--- config.mk ---
export PLATFORM = sky130hd
export DESIGN_NAME = logistic_map_oscillator_flat
export DESIGN_NICKNAME = d
export VERILOG_FILES = /design/src/lmo_pkg.sv /design/src/lmo_if.sv /design/src/lmo_serial_mul.sv /design/src/logistic_map_oscillator.sv /design/src/flat_wrapper.sv
export SDC_FILE = /design/constraint.sdc
export NUM_CORES = 1
export LEC_CHECK = 0
export CORE_MARGIN = 4
export CORE_UTILIZATION = 50
export DETAILED_ROUTE_END_ITERATION = 6
export DONT_BUFFER_PORTS = 1
export PLACE_DENSITY = 0.68
export RECOVER_POWER = 25
export SLEW_MARGIN = 20
export SYNTH_ARGS = -nofsm -noshare
export SYNTH_HDL_FRONTEND = slang
export SYNTH_HIERARCHICAL = 1
export SYNTH_SLANG_ARGS = --single-unit
--- constraint.sdc ---
create_clock -name clk -period 3.8 [get_ports clk]
set_input_delay 0.19 -clock clk [delete_from_list [all_inputs] [get_ports clk]]
set_output_delay 0.19 -clock clk [all_outputs]
set_load 0.05 [all_outputs]
--- src/lmo_pkg.sv ---
`default_nettype none

package lmo_pkg;

    localparam int STATE_FRAC_BITS_DEF = 24;
    localparam int SAMPLE_BITS_DEF     = 16;

    localparam int KNOB_BITS     = 16;
    localparam int CFG_IDX_BITS  = 2;
    localparam int CFG_DATA_BITS = 16;
    localparam int CNT_BITS      = 6;

    localparam logic [CFG_IDX_BITS-1:0] REG_RATE_KNOB   = 2'd0;
    localparam logic [CFG_IDX_BITS-1:0] REG_OFFSET_KNOB = 2'd1;
    localparam logic [CFG_IDX_BITS-1:0] REG_MOD_DEPTH   = 2'd2;

    // constants held in Q48
    localparam logic [63:0] Q48_CMIN   = 64'd1002050917089935;
    localparam logic [63:0] Q48_CRANGE = 64'd95701492081623;
    localparam logic [63:0] Q48_OFFR   = 64'd28147216196089;
    localparam logic [63:0] Q48_MODK   = 64'd7036874417766;

    typedef logic [1:0] mul_kind_t;

    // knob product: 16-bit multiplier, shift 16
    localparam mul_kind_t MUL_KNOB = 2'd0;
    // modulation product: magnitude multiplier, shift S-2
    localparam mul_kind_t MUL_MAG  = 2'd1;
    // map product: F-bit multiplier, shift F
    localparam mul_kind_t MUL_MAP  = 2'd2;

    typedef struct packed {
        logic      start;
        mul_kind_t kind;
    } mul_req_t;

    function automatic int lmo_width(input int f, input int s);
        int w;
        w = f + 2;
        if (s > w)
            w = s;
        if (KNOB_BITS > w)
            w = KNOB_BITS;
        return w;
    endfunction

    // round half up from Q48 to Qf
    function automatic logic [63:0] q48_to_qf(input logic [63:0] v, input int f);
        logic [63:0] r;
        if (f >= 48)
            r = v;
        else
            r = (v + (64'd1 << (47 - f))) >> (48 - f);
        return r;
    endfunction

endpackage

`default_nettype wire

--- src/lmo_if.sv ---
`default_nettype none

interface lmo_in_if import lmo_pkg::*; #(
    parameter int S = SAMPLE_BITS_DEF
);
    logic                valid;
    logic                ready;
    logic signed [S-1:0] mod_sample;

    modport source (output valid, output mod_sample, input ready);
    modport sink   (input valid, input mod_sample, output ready);
endinterface

interface lmo_out_if import lmo_pkg::*; #(
    parameter int S = SAMPLE_BITS_DEF
);
    logic                valid;
    logic                ready;
    logic signed [S-1:0] x_level;
    logic signed [S-1:0] y_level;

    modport source (output valid, output x_level, output y_level, input ready);
    modport sink   (input valid, input x_level, input y_level, output ready);
endinterface

`default_nettype wire

--- src/lmo_serial_mul.sv ---
`default_nettype none

module lmo_serial_mul import lmo_pkg::*; #(
    parameter int F = STATE_FRAC_BITS_DEF,
    parameter int S = SAMPLE_BITS_DEF
) (
    input  wire logic                        clk,
    input  wire logic                        rst_n,
    input  wire mul_req_t                    req,
    input  wire logic [lmo_width(F, S)-1:0]  a,
    input  wire logic [lmo_width(F, S)-1:0]  b,
    output logic                             done,
    output logic [lmo_width(F, S)-1:0]       result
);

    localparam int W = lmo_width(F, S);
    localparam int P = 2 * W;

    logic [P-1:0]        acc_reg, acc_next;
    logic [W-1:0]        a_reg, a_next;
    logic [W-1:0]        b_reg, b_next;
    logic [CNT_BITS-1:0] cnt_reg, cnt_next;
    mul_kind_t           kind_reg, kind_next;
    logic                busy_reg, busy_next;
    logic                done_reg, done_next;

    logic [W-1:0]        b_aligned;
    logic [CNT_BITS-1:0] n_bits;

    // multiplier bits left-aligned so they leave msb first
    always_comb
    begin
        unique case (req.kind)
            MUL_KNOB:
            begin
                b_aligned = b << (W - KNOB_BITS);
                n_bits    = CNT_BITS'(KNOB_BITS);
            end
            MUL_MAG:
            begin
                b_aligned = b << (W - (S - 1));
                n_bits    = CNT_BITS'(S - 1);
            end
            MUL_MAP:
            begin
                b_aligned = b << (W - F);
                n_bits    = CNT_BITS'(F);
            end
            default:
            begin
                b_aligned = b;
                n_bits    = CNT_BITS'(W);
            end
        endcase
    end

    always_comb
    begin
        acc_next  = acc_reg;
        a_next    = a_reg;
        b_next    = b_reg;
        cnt_next  = cnt_reg;
        kind_next = kind_reg;
        busy_next = busy_reg;
        done_next = 1'b0;
        if (req.start)
        begin
            acc_next  = '0;
            a_next    = a;
            b_next    = b_aligned;
            cnt_next  = n_bits;
            kind_next = req.kind;
            busy_next = 1'b1;
        end
        else if (busy_reg)
        begin
            acc_next = (acc_reg << 1) + (b_reg[W-1] ? {{W{1'b0}}, a_reg} : {P{1'b0}});
            b_next   = b_reg << 1;
            cnt_next = cnt_reg - CNT_BITS'(1);
            if (cnt_reg == CNT_BITS'(1))
            begin
                busy_next = 1'b0;
                done_next = 1'b1;
            end
        end
    end

    always_ff @(posedge clk or negedge rst_n)
    begin
        if (!rst_n)
        begin
            busy_reg <= 1'b0;
            done_reg <= 1'b0;
            cnt_reg  <= '0;
            kind_reg <= MUL_KNOB;
        end
        else
        begin
            busy_reg <= busy_next;
            done_reg <= done_next;
            cnt_reg  <= cnt_next;
            kind_reg <= kind_next;
        end
    end

    always_ff @(posedge clk)
    begin
        acc_reg <= acc_next;
        a_reg   <= a_next;
        b_reg   <= b_next;
    end

    always_comb
    begin
        unique case (kind_reg)
            MUL_KNOB: result = acc_reg[KNOB_BITS +: W];
            MUL_MAG:  result = acc_reg[(S - 2) +: W];
            MUL_MAP:  result = acc_reg[F +: W];
            default:  result = acc_reg[W-1:0];
        endcase
    end

    assign done = done_reg;

endmodule

`default_nettype wire

--- src/logistic_map_oscillator.sv ---
// Pair of chaotic logistic-map oscillators. Every modulation sample taken on
// mod_ch advances x' = C*x*(1-x) and y' = (C+offset)*y*(1-y) once and gives
// one beat on map_ch carrying 2x'-1 and 2y'-1 in Q1.(SAMPLE_BITS-1). C is
// 3.56 + 0.34*rate_knob plus the clamped, depth-scaled modulation, held to
// 3.56..3.9; the offset is 0.099999*offset_knob. State is unsigned
// Q0.STATE_FRAC_BITS and starts at 0.1 after reset. All eight products of a
// sample go in turn through one bit-serial shift-and-add multiplier, and mod_ch
// is ready only between samples; a finished result waits in the output
// register while the next sample is taken. Registers are written through
// cfg_we/cfg_index/cfg_data; the user must write them only while no sample
// is in flight, as the block itself does not enforce it.
`default_nettype none

module logistic_map_oscillator import lmo_pkg::*; #(
    parameter int STATE_FRAC_BITS = STATE_FRAC_BITS_DEF,
    parameter int SAMPLE_BITS     = SAMPLE_BITS_DEF
) (
    input  wire logic                     clk,
    input  wire logic                     rst_n,
    input  wire logic                     cfg_we,
    input  wire logic [CFG_IDX_BITS-1:0]  cfg_index,
    input  wire logic [CFG_DATA_BITS-1:0] cfg_data,
    lmo_in_if.sink                        mod_ch,
    lmo_out_if.source                     map_ch
);

    localparam int F = STATE_FRAC_BITS;
    localparam int S = SAMPLE_BITS;
    localparam int W = lmo_width(F, S);

    localparam logic [W-1:0]   ONE      = W'(1) << F;
    localparam logic [F-1:0]   CRANGE_Q = F'(q48_to_qf(Q48_CRANGE, F));
    localparam logic [F+1:0]   CMIN_Q   = (F + 2)'(q48_to_qf(Q48_CMIN, F));
    localparam logic [F+1:0]   CMAX_Q   = CMIN_Q + {2'b00, CRANGE_Q};
    localparam logic [F-1:0]   MODK_Q   = F'(q48_to_qf(Q48_MODK, F));
    localparam logic [F-1:0]   OFFR_Q   = F'(q48_to_qf(Q48_OFFR, F));
    localparam logic [F-1:0]   INIT_Q   = F'(((64'd1 << F) + 64'd5) / 64'd10);
    localparam logic [S-1:0]   UNIT     = S'(1) << (S - 2);

    localparam logic [1:0] ST_IDLE  = 2'd0;
    localparam logic [1:0] ST_ISSUE = 2'd1;
    localparam logic [1:0] ST_WAIT  = 2'd2;
    localparam logic [1:0] ST_FIN   = 2'd3;

    localparam logic [2:0] OP_DEPTH  = 3'd0;
    localparam logic [2:0] OP_MOD    = 3'd1;
    localparam logic [2:0] OP_RATE   = 3'd2;
    localparam logic [2:0] OP_OFFSET = 3'd3;
    localparam logic [2:0] OP_XPOLY  = 3'd4;
    localparam logic [2:0] OP_XSTEP  = 3'd5;
    localparam logic [2:0] OP_YPOLY  = 3'd6;
    localparam logic [2:0] OP_YSTEP  = 3'd7;

    logic [1:0]           state_reg, state_next;
    logic [2:0]           op_reg, op_next;
    logic [KNOB_BITS-1:0] rate_reg, rate_next;
    logic [KNOB_BITS-1:0] offs_reg, offs_next;
    logic [KNOB_BITS-1:0] depth_reg, depth_next;
    logic [F-1:0]         x_reg, x_next;
    logic [F-1:0]         y_reg, y_next;
    logic                 out_valid_reg, out_valid_next;

    logic                 neg_reg, neg_next;
    logic [S-2:0]         mag_reg, mag_next;
    logic [F-1:0]         m_reg, m_next;
    logic [F-1:0]         r_reg, r_next;
    logic [F-1:0]         off_reg, off_next;
    logic [F+1:0]         c_reg, c_next;
    logic [F-1:0]         p_reg, p_next;
    logic [S-1:0]         x_level_reg, x_level_next;
    logic [S-1:0]         y_level_reg, y_level_next;

    logic [S-1:0]         in_raw;
    logic                 in_neg;
    logic [S-1:0]         in_abs;
    logic [S-2:0]         in_mag;
    logic [F:0]           c_sum;
    logic [F+1:0]         c_calc;
    logic [S-1:0]         x_trunc, y_trunc;

    mul_req_t             mul_req;
    logic [W-1:0]         mul_a, mul_b, mul_result;
    logic                 mul_done;
    logic [F-1:0]         res_f;

    lmo_serial_mul #(
        .F (F),
        .S (S)
    ) u_lmo_mul (
        .clk    (clk),
        .rst_n  (rst_n),
        .req    (mul_req),
        .a      (mul_a),
        .b      (mul_b),
        .done   (mul_done),
        .result (mul_result)
    );

    assign res_f = mul_result[F-1:0];

    // modulation magnitude, clamped to one unit
    assign in_raw = mod_ch.mod_sample;
    assign in_neg = in_raw[S-1];
    assign in_abs = in_neg ? (~in_raw + S'(1)) : in_raw;
    assign in_mag = (in_abs > UNIT) ? UNIT[S-2:0] : in_abs[S-2:0];

    // map parameter from rate term and signed modulation term
    always_comb
    begin
        if (neg_reg)
            c_sum = (m_reg >= r_reg) ? '0 : ({1'b0, r_reg} - {1'b0, m_reg});
        else
            c_sum = {1'b0, r_reg} + {1'b0, m_reg};
        c_calc = (c_sum > {1'b0, CRANGE_Q}) ? CMAX_Q : (CMIN_Q + {1'b0, c_sum});
    end

    if (F >= S)
    begin : g_lvl_shr
        assign x_trunc = x_reg[F-1 -: S];
        assign y_trunc = y_reg[F-1 -: S];
    end
    else
    begin : g_lvl_shl
        assign x_trunc = {x_reg, {(S - F){1'b0}}};
        assign y_trunc = {y_reg, {(S - F){1'b0}}};
    end

    always_comb
    begin
        mul_req.start = (state_reg == ST_ISSUE);
        unique case (op_reg)
            OP_DEPTH:
            begin
                mul_req.kind = MUL_KNOB;
                mul_a        = W'(MODK_Q);
                mul_b        = W'(depth_reg);
            end
            OP_MOD:
            begin
                mul_req.kind = MUL_MAG;
                mul_a        = W'(m_reg);
                mul_b        = W'(mag_reg);
            end
            OP_RATE:
            begin
                mul_req.kind = MUL_KNOB;
                mul_a        = W'(CRANGE_Q);
                mul_b        = W'(rate_reg);
            end
            OP_OFFSET:
            begin
                mul_req.kind = MUL_KNOB;
                mul_a        = W'(OFFR_Q);
                mul_b        = W'(offs_reg);
            end
            OP_XPOLY:
            begin
                mul_req.kind = MUL_MAP;
                mul_a        = ONE - W'(x_reg);
                mul_b        = W'(x_reg);
            end
            OP_XSTEP:
            begin
                mul_req.kind = MUL_MAP;
                mul_a        = W'(c_reg);
                mul_b        = W'(p_reg);
            end
            OP_YPOLY:
            begin
                mul_req.kind = MUL_MAP;
                mul_a        = ONE - W'(y_reg);
                mul_b        = W'(y_reg);
            end
            OP_YSTEP:
            begin
                mul_req.kind = MUL_MAP;
                mul_a        = W'(c_reg) + W'(off_reg);
                mul_b        = W'(p_reg);
            end
        endcase
    end

    always_comb
    begin
        state_next     = state_reg;
        op_next        = op_reg;
        rate_next      = rate_reg;
        offs_next      = offs_reg;
        depth_next     = depth_reg;
        x_next         = x_reg;
        y_next         = y_reg;
        out_valid_next = out_valid_reg;
        neg_next       = neg_reg;
        mag_next       = mag_reg;
        m_next         = m_reg;
        r_next         = r_reg;
        off_next       = off_reg;
        c_next         = c_reg;
        p_next         = p_reg;
        x_level_next   = x_level_reg;
        y_level_next   = y_level_reg;

        if (cfg_we)
        begin
            unique case (cfg_index)
                REG_RATE_KNOB:   rate_next  = cfg_data;
                REG_OFFSET_KNOB: offs_next  = cfg_data;
                REG_MOD_DEPTH:   depth_next = cfg_data;
                default:         ;
            endcase
        end

        if (map_ch.ready)
            out_valid_next = 1'b0;

        unique case (state_reg)
            ST_IDLE:
            begin
                if (mod_ch.valid)
                begin
                    state_next = ST_ISSUE;
                    op_next    = OP_DEPTH;
                    neg_next   = in_neg;
                    mag_next   = in_mag;
                end
            end
            ST_ISSUE:
            begin
                state_next = ST_WAIT;
            end
            ST_WAIT:
            begin
                if (mul_done)
                begin
                    unique case (op_reg)
                        OP_DEPTH, OP_MOD: m_next = res_f;
                        OP_RATE:          r_next = res_f;
                        OP_OFFSET:
                        begin
                            off_next = res_f;
                            c_next   = c_calc;
                        end
                        OP_XPOLY, OP_YPOLY: p_next = res_f;
                        OP_XSTEP:           x_next = res_f;
                        OP_YSTEP:           y_next = res_f;
                    endcase
                    if (op_reg == OP_YSTEP)
                        state_next = ST_FIN;
                    else
                    begin
                        op_next    = op_reg + 3'd1;
                        state_next = ST_ISSUE;
                    end
                end
            end
            ST_FIN:
            begin
                if (!out_valid_reg || map_ch.ready)
                begin
                    out_valid_next = 1'b1;
                    x_level_next   = {~x_trunc[S-1], x_trunc[S-2:0]};
                    y_level_next   = {~y_trunc[S-1], y_trunc[S-2:0]};
                    state_next     = ST_IDLE;
                end
            end
        endcase
    end

    always_ff @(posedge clk or negedge rst_n)
    begin
        if (!rst_n)
        begin
            state_reg     <= ST_IDLE;
            op_reg        <= OP_DEPTH;
            rate_reg      <= KNOB_BITS'(32768);
            offs_reg      <= '0;
            depth_reg     <= '0;
            x_reg         <= INIT_Q;
            y_reg         <= INIT_Q;
            out_valid_reg <= 1'b0;
        end
        else
        begin
            state_reg     <= state_next;
            op_reg        <= op_next;
            rate_reg      <= rate_next;
            offs_reg      <= offs_next;
            depth_reg     <= depth_next;
            x_reg         <= x_next;
            y_reg         <= y_next;
            out_valid_reg <= out_valid_next;
        end
    end

    always_ff @(posedge clk)
    begin
        neg_reg     <= neg_next;
        mag_reg     <= mag_next;
        m_reg       <= m_next;
        r_reg       <= r_next;
        off_reg     <= off_next;
        c_reg       <= c_next;
        p_reg       <= p_next;
        x_level_reg <= x_level_next;
        y_level_reg <= y_level_next;
    end

    assign mod_ch.ready   = (state_reg == ST_IDLE);
    assign map_ch.valid   = out_valid_reg;
    assign map_ch.x_level = x_level_reg;
    assign map_ch.y_level = y_level_reg;

endmodule

`default_nettype wire

--- src/flat_wrapper.sv ---
// flat-port wrapper written by rule: the top's interface ports become plain ports
module logistic_map_oscillator_flat import lmo_pkg::*;
#(
    parameter int STATE_FRAC_BITS = STATE_FRAC_BITS_DEF,
    parameter int SAMPLE_BITS     = SAMPLE_BITS_DEF
)
  (clk, rst_n, cfg_we, cfg_index, cfg_data, mod_ch_valid, mod_ch_mod_sample, mod_ch_ready, map_ch_valid, map_ch_x_level, map_ch_y_level, map_ch_ready);
  lmo_in_if mod_ch_i ();
  lmo_out_if map_ch_i ();
  input  wire logic clk;
  input  wire logic rst_n;
  input  wire logic cfg_we;
  input  wire logic [CFG_IDX_BITS-1:0] cfg_index;
  input  wire logic [CFG_DATA_BITS-1:0] cfg_data;
  input wire logic [$bits(mod_ch_i.valid)-1:0] mod_ch_valid;
  input wire logic [$bits(mod_ch_i.mod_sample)-1:0] mod_ch_mod_sample;
  output wire logic [$bits(mod_ch_i.ready)-1:0] mod_ch_ready;
  output wire logic [$bits(map_ch_i.valid)-1:0] map_ch_valid;
  output wire logic [$bits(map_ch_i.x_level)-1:0] map_ch_x_level;
  output wire logic [$bits(map_ch_i.y_level)-1:0] map_ch_y_level;
  input wire logic [$bits(map_ch_i.ready)-1:0] map_ch_ready;
  assign mod_ch_i.valid = mod_ch_valid;
  assign mod_ch_i.mod_sample = mod_ch_mod_sample;
  assign mod_ch_ready = mod_ch_i.ready;
  assign map_ch_valid = map_ch_i.valid;
  assign map_ch_x_level = map_ch_i.x_level;
  assign map_ch_y_level = map_ch_i.y_level;
  assign map_ch_i.ready = map_ch_ready;
  logistic_map_oscillator #(.STATE_FRAC_BITS(STATE_FRAC_BITS), .SAMPLE_BITS(SAMPLE_BITS)) u_core (.clk(clk), .rst_n(rst_n), .cfg_we(cfg_we), .cfg_index(cfg_index), .cfg_data(cfg_data), .mod_ch(mod_ch_i), .map_ch(map_ch_i));
endmodule
# --- Word-level counts from Yosys, hierarchy flattened ---
# Index checks and enable logic that the tools add are counted.
word_totals:
  reg_bits: 382
  inputBits: 39
  wordCells: 120
op_classes:
  addsub: 10
  order_cmp: 3
  eq_ne: 21
  mux: 32
  n_bitwise: 3
  reduce_logical: 27
op_table:
  columns: ["op", "n"]
  rows:
  - ["case mux 26 bit (8 select lines)", 1]
  - ["case mux 26 bit (7 select lines)", 1]
  - ["2-to-1 mux 26 bit", 3]
  - ["case mux 26 bit (3 select lines)", 1]
  - ["case mux 24 bit (3 select lines)", 1]
  - ["subtractor 25 x 24 -> 26 bit (first input constant)", 2]
  - ["2-to-1 mux 25 bit", 2]
  - ["adder 48 x 26 -> 48 bit", 1]
  - ["adder 26 x 24 -> 26 bit", 1]
  - ["adder 26 x 25 -> 26 bit (first input constant)", 1]
  - ["adder 24 x 24 -> 25 bit", 1]
  - ["> comparator 25 x 23 -> 1 bit (second input constant)", 1]
  - ["subtractor 24 x 24 -> 25 bit", 1]
  - [">= comparator 24 bit", 1]
  - ["AND reduction 3 bit", 7]
  - ["adder 16 x 1 -> 16 bit (second input constant)", 1]
  - ["> comparator 16 x 15 -> 1 bit (second input constant)", 1]
  - ["2-to-1 mux 16 bit", 1]
  - ["NOT 16 bit", 1]
  - ["case mux 5 bit (3 select lines)", 1]
  - ["== test 3 bit (second input constant)", 4]
  - ["2-to-1 mux 6 bit", 2]
  - ["== test 2 bit (second input constant)", 5]
  - ["AND reduction 2 bit", 5]
  - ["other kinds (24)", 50]

# --- Logic depth before layout (Yosys ltp) ---
# Gate-level depths: netlist of run 1.
depth:
  word_depth: 6
  mapped_depth: 19
  mapped_depth_nobuf: 16

# --- Modules after synthesis ---
# Netlist of run 1, hierarchy kept.
modules_own_cells:
  columns: ["module", "instances", "cells_each", "area_each_um2", "seq_area_each_um2"]
  rows:
  - ["logistic_map_oscillator", 1, 1598, 16802.4, 7686.1]
  - ["lmo_serial_mul", 1, 727, 7275.7, 2812.7]

# --- Least setup slack after synthesis of run 1 ---
# OpenSTA, ideal clock, no wires.
synth_timing:
  path_kind: "flip-flop to flip-flop"
  startpoint: "register u_core.op_reg[0]"
  endpoint: "register u_core.u_lmo_mul.a_reg[22] (data pin)"
  setup_time_ns: 0.266
  t_arrival_ns: 3.678
  path_slack_ns: -0.143
  path_stages_with_launch: 17
  period_less_slack_ns: 3.943
  cell_sequence: "dfrtp_1 > inv_1 > ha_1 > and2_1 > buf_2 > clkbuf_1 > clkbuf_1 > mux2i_1 > ha_1 > nand3_1 > or2_2 > nand2b_1 > nor4_2 > nor2b_1 > xnor2_1 > a221oi_1 > o21ai_1"
synth_between:
  elab_chain_len: 2
synth_rtl:
  columns: ["element", "line", "rtl"]
  rows:
  - ["start: declaration", "logistic_map_oscillator.sv:55", "logic [2:0] op_reg, op_next;"]
  - ["start signal: assignment", "logistic_map_oscillator.sv:285", "op_reg <= op_next;"]
  - ["== test 3 bit, or another cell as far along", "logistic_map_oscillator.sv:131", "unique case (op_reg)"]
  - ["case mux 26 bit (8 select lines) (*)", "logistic_map_oscillator.sv:131", null]
  - ["named net u_core.mul_a[22]", "logistic_map_oscillator.sv:82", "logic [W-1:0] mul_a, mul_b, mul_result;"]
  - ["end signal: assignment", "lmo_serial_mul.sv:109", "a_reg <= a_next;"]
  - ["end: declaration", "lmo_serial_mul.sv:20", "logic [W-1:0] a_reg, a_next;"]
# The timed path passes the listed nets; every way through them passes the cells marked *.
# A chain may end at the register's enable or synchronous reset.

# --- Worst setup path in the final report of run 1 ---
layout_timing:
  startpoint: "register u_core.m_reg[0]"
  endpoint: "register u_core.c_reg[9] (data pin)"
layout_between:
  elab_chain_len: 4
layout_rtl:
  columns: ["element", "line", "rtl"]
  rows:
  - ["start: declaration", "logistic_map_oscillator.sv:65", "logic [F-1:0] m_reg, m_next;"]
  - ["start signal: assignment", "logistic_map_oscillator.sv:299", "m_reg <= m_next;"]
  - ["subtractor 24 x 24 -> 25 bit / >= comparator 24 bit (equally long branches)", "logistic_map_oscillator.sv:111", "c_sum = (m_reg >= r_reg) ? '0 : ({1'b0, r_reg} - {1'b0, m_reg});"]
  - ["2-to-1 mux 25 bit", "logistic_map_oscillator.sv:111", null]
  - ["2-to-1 mux 25 bit (*)", "logistic_map_oscillator.sv:110", "if (neg_reg)"]
  - ["adder 26 x 25 -> 26 bit / > comparator 25 x 23 -> 1 bit (equally long branches)", "logistic_map_oscillator.sv:114", "c_calc = (c_sum > {1'b0, CRANGE_Q}) ? CMAX_Q : (CMIN_Q + {1'b0, c_sum});"]
  - ["end signal: assignment", "logistic_map_oscillator.sv:302", "c_reg <= c_next;"]
  - ["end: declaration", "logistic_map_oscillator.sv:68", "logic [F+1:0] c_reg, c_next;"]
# Every way passes the cells marked *; elsewhere a longest branch is shown, timed or not.

==> impl_metrics.env, run 1 <==
export IMPL_ys_warn_count=6
export IMPL_grt_usage_pct=29.7
export IMPL_final_cell_mix="302 x buf_4, 222 x edfxtp_1, 204 x nor2_1, 141 x nand2_1, 135 x a21oi_1"
export IMPL_path_common_cell="buf_6"
export IMPL_ir_drop_v=0.000447
export IMPL_cts_sinks=382
export IMPL_hpwl_um=56500
export IMPL_slowest_stage="edfxtp_1"
export IMPL_power_density_mw_per_mm2=654
export IMPL_wl_met2_um=37200
export IMPL_hold_viol_final=0
export IMPL_drive_gt1_share_pct=28.2
export IMPL_max_cap_violations=1
export IMPL_tns_ns=-1.87
export IMPL_rsz0062_at_grt="true"
export IMPL_worstReg2RegStart="u_core/m_reg[0]$_DFFE_PP_"
export IMPL_row_count=79
export IMPL_io_pins=73
export IMPL_clock_latency_ns=0.59
export IMPL_grt_max_degree=113
export IMPL_violations="max-capacitance violations, max-slew violations, negative setup slack"
export IMPL_drt_pass1_iter_count=6
export IMPL_grt_pass1_vias=19900
export IMPL_path_max_fanout=5
export IMPL_initial_utilization_pct=50.9
export IMPL_worstPathCellList="buf_6, ha_4, fa_2, nor2b_4, o211ai_4, a31oi_4, a41o_1, a221o_1, buf_6, nand3_2, nand2_2, nor2_2, mux2i_1, o41a_1, a31o_4, buf_4, a211o_1"
export IMPL_final_common_cell="buf_4"
export IMPL_crit_start="u_core/m_reg[0]$_DFFE_PP_"
export IMPL_critical_path_endpoint_type="register"
export IMPL_post_drt_wl_per_cell_um=24.1
export IMPL_die_h_um=226
export IMPL_tightestPinTransition_ns=2.78
export IMPL_drt_iter0_drc=2173
export IMPL_met1_length_um=30600
export IMPL_setup_viol=21
export IMPL_die_w_um=226
export IMPL_syn_inst=2300
export IMPL_fin_nets=2731
export IMPL_skew_ns=0.0232
export IMPL_synth_avg_cell_area_um2=10.4
export IMPL_antenna_found_initial=2
export IMPL_num_vias=20100
export IMPL_start_kind="register"
export IMPL_cp_slowest_stage_delay_ns=0.42
export IMPL_grt_ovfl_total=0
export IMPL_grt_first_pass_wirelength_um=118000
export IMPL_drt_vias_per_instance=6.25
export IMPL_holdWs_ns=0.0242
export IMPL_top_layer="met5"
export IMPL_largest_reg_flops=48
export IMPL_cp_required_ns=4.13
export IMPL_io_buffers=0
export IMPL_fmax_mhz=253
export IMPL_cts_tree="built"
export IMPL_relSlewSlack_pct=-85.0
export IMPL_die_area_mm2=0.0513
export IMPL_cts_htree_levels=2
export IMPL_hold_class="primary input to register"
export IMPL_clockRootBuffer="clkbuf_16"
export IMPL_drc=0
export IMPL_syn_area_mm2=0.0239
export IMPL_outcome="complete, but fails checks"
export IMPL_routed_wl_um=77700
export IMPL_wl_met3_um=5740
export IMPL_place_gp_congestion=0.972
export IMPL_hold_start="mod_ch_valid"
export IMPL_fin_crit_ns=3.96
export IMPL_power_leakage_nw=11.6
export IMPL_numCtsBuffers=42
export IMPL_timing_critical_path_arrival_ns=4.29
export IMPL_worst_slack_ns=-0.158
export IMPL_timing_final_crit_share_pct=104
export IMPL_slew_viol_final=113
export IMPL_syn_to_final_growth_pct=22.4
export IMPL_drtAntennaViolNets=0
export IMPL_clkTransAtPathRegs_ns=0.07
export IMPL_cts_path_max_buffers=3
export IMPL_worstSetupPathType="register to register"
export IMPL_coreArea_mm2=0.0469
## report_power, final
group | switching, mW | leakage (nW) | total (mW) | internal [mW]
Sequential | 1.01 | 3.82 | 6.63 | 5.62
Clock | 1.80 | 0.673 | 4.16 | 2.36
Combinational | 5.01 | 7.13 | 8.33 | 3.32
Total | 7.82 | 11.6 | 19.1 | 11.3
## stage by stage
step	power [mW]	util, %	cells	setup WS [ns]	cell area [um2]
after floorplan	11.7	-	2303	0.00315	23900
after global placement	14.3	56.0	3066	-0.442	26300
after detailed placement	14.5	56.0	3066	-0.504	26300
after CTS	18.9	61.6	3205	-0.158	28800
after global routing	20.0	62.4	3221	-0.305	29200
final	19.1	62.4	3221	-0.158	29200
## critical path: cells and delay by family, from the launching register on
family	cells	cell delay, ns
buf+inv	3	0.44
mux	1	0.08
simple gates	4	0.34
flops	1	0.42
fa+ha+maj	2	0.50
compound gates	7	1.92
## per-layer routing
| layer | GRT usage [%] | vias to the layer above |
|---|---|---|
| met5 | 0 | - |
| met4 | 12.8 | 2 |
| met3 | 4.96 | 217 |
| met2 | 49.7 | 912 |
| met1 | 38.3 | 9867 |
| li1 | - | 9137 |
## cell type report
class / count / area, um2
Inverter: 92 / 345
Clock inverter: 29 / 323
Multi-Input combinational cell: 1706 / 13400
Fill cell: 3742 / 17600
Timing Repair Buffer: 355 / 2840
Tap cell: 607 / 759
Sequential cell: 382 / 10500
Antenna cell: 1 / 2.50
Clock buffer: 49 / 1080
## worst paths after layout
| check | end | slack [ns] | cells after the start |
|---|---|---|---|
| hold reg to reg | u_core/u_lmo_mul/acc_reg[47]$_SDFFE_PP0P_ | 0.47 | 2 |
| hold / removal | u_core/op_reg[0]$_DFFE_PN0P_ | 0.02 | 3 |
| setup / recovery | u_core/c_reg[9]$_SDFFCE_PN1P_ | -0.16 | 17 |
| max in group asynchronous | u_core/op_reg[2]$_DFFE_PN0P_ | 0.92 | 2 |
| min in group asynchronous | u_core/offs_reg[7]$_DFFE_PN0P_ | 1.08 | 2 |
| setup reg to reg | u_core/c_reg[9]$_SDFFCE_PN1P_ | -0.16 | 17 |
## what timing repair did
action | 4_1_cts | 5_1_grt
setup endpoints to repair | 25 | 30
resized for setup | 116 | 63
endpoints found under the hold margin | 177 | 0
hold buffers | 35 | 0
pin swaps | 46 | 34
cloned | 1 | 0
buffers inserted | 26 | 15
(Power assumes the default switching activity.)
==> run 2: changes to the inputs <==
--- a/config.mk
+++ b/config.mk
@@ -5,6 +5,7 @@
 export SDC_FILE = /design/constraint.sdc
 export NUM_CORES = 1
 export LEC_CHECK = 0
+export ABC_AREA = 1
 export CORE_MARGIN = 4
 export CORE_UTILIZATION = 50
 export DETAILED_ROUTE_END_ITERATION = 6
==> run 2 against run 1 <==
  * The run ends with max-capacitance violations, max-slew violations left
  * First-iteration DRC count up 35%
  * Sequential share of layout area up 0.77 points
  * Hold slack improved by 0.0038 ns
  * Setup slack better by 0.35 ns
  * Non-clock buffer count fell by 259
  * Clock-buffer cell count rose by 4
  * Clock power down 9.1%
  * Synthesized cell count rose by 53%
  * Flip-flop and latch count stayed put
==> impl_metrics.env, run 2 <==
export IMPL_clkTransAtPathRegs_ns=0.07
export IMPL_path_max_fanout=8
export IMPL_nFillCells=4947
export IMPL_hold_depth=4
export IMPL_pwr_share_clk_pct=44.6
export IMPL_coreArea_mm2=0.0513
export IMPL_fin_nets=3703
export IMPL_syn_to_final_growth_pct=10.2
export IMPL_initial_utilization_pct=50.6
export IMPL_drt_pass1_iter_count=6
export IMPL_grt_ovfl_total=0
export IMPL_outcome="complete, but fails checks"
export IMPL_fin_cells=4262
export IMPL_path_common_cell="nand2_1"
export IMPL_clock_latency_ns=0.57
export IMPL_io_pins=73
export IMPL_insertedDiodeCount=0
export IMPL_grt_first_pass_wirelength_um=130000
export IMPL_grt_usage_pct=29.7
export IMPL_max_cap_violations=1
export IMPL_final_common_cell="nand2_1"
export IMPL_seq_power_share_pct=53.0
export IMPL_final_cell_mix="1036 x nand2_1, 510 x inv_1, 255 x nor2_1, 239 x o21ai_0, 222 x edfxtp_1"
export IMPL_drc=0
export IMPL_power_switching_fraction_pct=21.8
export IMPL_ys_warn_count=6
export IMPL_ff2ff_path_depth=19
export IMPL_worstSetupPathType="register to register"
export IMPL_slowest_stage="ha_2"
export IMPL_drtAntennaViolNets=0
export IMPL_cts_sinks=382
export IMPL_timing_final_crit_share_pct=94.9
export IMPL_drt_vias_per_instance=5.71
export IMPL_power_leakage_nw=13.1
export IMPL_fin_crit_ns=3.61
export IMPL_start_kind="register"
export IMPL_antenna_found_initial=3
export IMPL_cp_slowest_stage_delay_ns=0.45
export IMPL_row_count=83
export IMPL_tns_ns=0
export IMPL_fin_area_mm2=0.0286
export IMPL_numCtsBuffers=40
export IMPL_pre_cts_ws_ns=0.0178
export IMPL_p_switching_mw=1.84
export IMPL_holdWs_ns=0.0280
export IMPL_die_w_um=236
export IMPL_cts_path_max_buffers=3
export IMPL_tightestPinTransition_ns=2.83
export IMPL_drt_iter0_drc=2933
export IMPL_post_drt_wl_per_cell_um=20.2
export IMPL_cts_tree="built"
export IMPL_dpl_cell_count=4151
export IMPL_hold_class="primary input to register"
export IMPL_worst_slack_ns=0.192
export IMPL_place_gp_congestion=1.08
export IMPL_cts_htree_levels=2
export IMPL_timing_critical_path_arrival_ns=3.92
export IMPL_hpwl_um=66900
export IMPL_syn_area_mm2=0.0259
export IMPL_synth_avg_cell_area_um2=7.40
export IMPL_clockRootBuffer="clkbuf_16"
export IMPL_num_vias=24300
export IMPL_p_comb_share_pct=2.3
export IMPL_slew_viol_final=113
export IMPL_cp_required_ns=4.11
export IMPL_io_buffers=0
export IMPL_power_density_mw_per_mm2=296
export IMPL_die_h_um=236
export IMPL_skew_ns=0.0286
export IMPL_critical_path_endpoint_type="register"
export IMPL_ir_drop_v=0.000466
export IMPL_p_total_mw=8.46
export IMPL_drive_gt1_share_pct=8.71
export IMPL_setup_viol=0
export IMPL_fmax_mhz=277
export IMPL_syn_inst=3508
export IMPL_hold_viol_final=0
export IMPL_violations="max-capacitance violations, max-slew violations"
export IMPL_grt_max_degree=113
export IMPL_internal_power_mw=6.62
export IMPL_grt_pass1_vias=22200
export IMPL_largest_reg_flops=48
export IMPL_post_route_util_pct=55.7
export IMPL_dpl_cell_area_mm2=0.0269
export IMPL_worstPathCellList="ha_2, nand2_1, nor2_2, nand3_1, nand3_2, nand2_2, nand3_4, nand3_4, o21ai_4, ha_1, nand2_1, nand2_1, nand2_1, nand2_1, nand3_1, nand2_1, nand2_1, nand3_1, nand3_2"
export IMPL_routed_wl_um=86000
export IMPL_relSlewSlack_pct=-88.8
export IMPL_die_area_mm2=0.0556
[run 2: final cells by class]
cell class              count  area [um2]  area share [%]
clock buffers              53        1090            3.81
inverters                 541        2040            7.13
multi-input cells        2490       13200            46.0
clock inverters            20         158           0.551
flip-flops and latches    382       10500            36.6
repair buffers             96         838            2.93
well taps                 680         851            2.98
[run 2: power groups by stage]
stage / Clock [mW] / Combinational (mW) / Sequential, mW
after floorplan: 0 / 0.110 / 4.55
after global placement: 0 / 0.137 / 4.57
after detailed placement: 0 / 0.142 / 4.57
after CTS: 3.82 / 0.200 / 4.49
after global routing: 4.00 / 0.230 / 4.49
final: 3.78 / 0.198 / 4.49
[run 2: worst paths after layout]
| path | slack [ns] | endpoint | start |
|---|---|---|---|
| setup / recovery | 0.19 | u_core/c_reg[22]$_SDFFCE_PN1P_ | u_core/r_reg[7]$_DFFE_PP_ |
| hold / removal | 0.03 | u_core/mag_reg[5]$_SDFFCE_PN0P_ | mod_ch_mod_sample[15] |
| setup reg to reg | 0.19 | u_core/c_reg[22]$_SDFFCE_PN1P_ | u_core/r_reg[7]$_DFFE_PP_ |
| hold reg to reg | 0.45 | u_core/u_lmo_mul/acc_reg[47]$_SDFFE_PP0P_ | u_core/u_lmo_mul/acc_reg[47]$_SDFFE_PP0P_ |
| max in group asynchronous | 1.02 | u_core/u_lmo_mul/cnt_reg[1]$_DFFE_PN0P_ | rst_n |
| min in group asynchronous | 1.11 | u_core/rate_reg[10]$_DFFE_PN0P_ | rst_n |
[run 2: per-layer routing]
layer	routed length [um]	track usage (%)	up-vias	part of all wire, %
met5	15	0	-	0.017
met4	3050	9.65	2	3.5
met3	8350	5.58	173	9.7
met2	37700	46.0	1158	44
met1	36900	42.3	11300	43
li1	-	-	11700	-
[run 2: worst max-delay path: cells and delay by family (launching register included)]
family	cells	cell delay [ns]
simple gates	16	2.05
flops	1	0.42
fa+ha+maj	2	0.64
compound gates	1	0.22
[run 2: what timing repair did]
item | CTS | global route
hold buffers | 34 | 0
resized for setup | 0 | 27
endpoints found under the setup margin | 0 | 20
buffers inserted | 0 | 4
endpoints found under the hold margin | 177 | 0
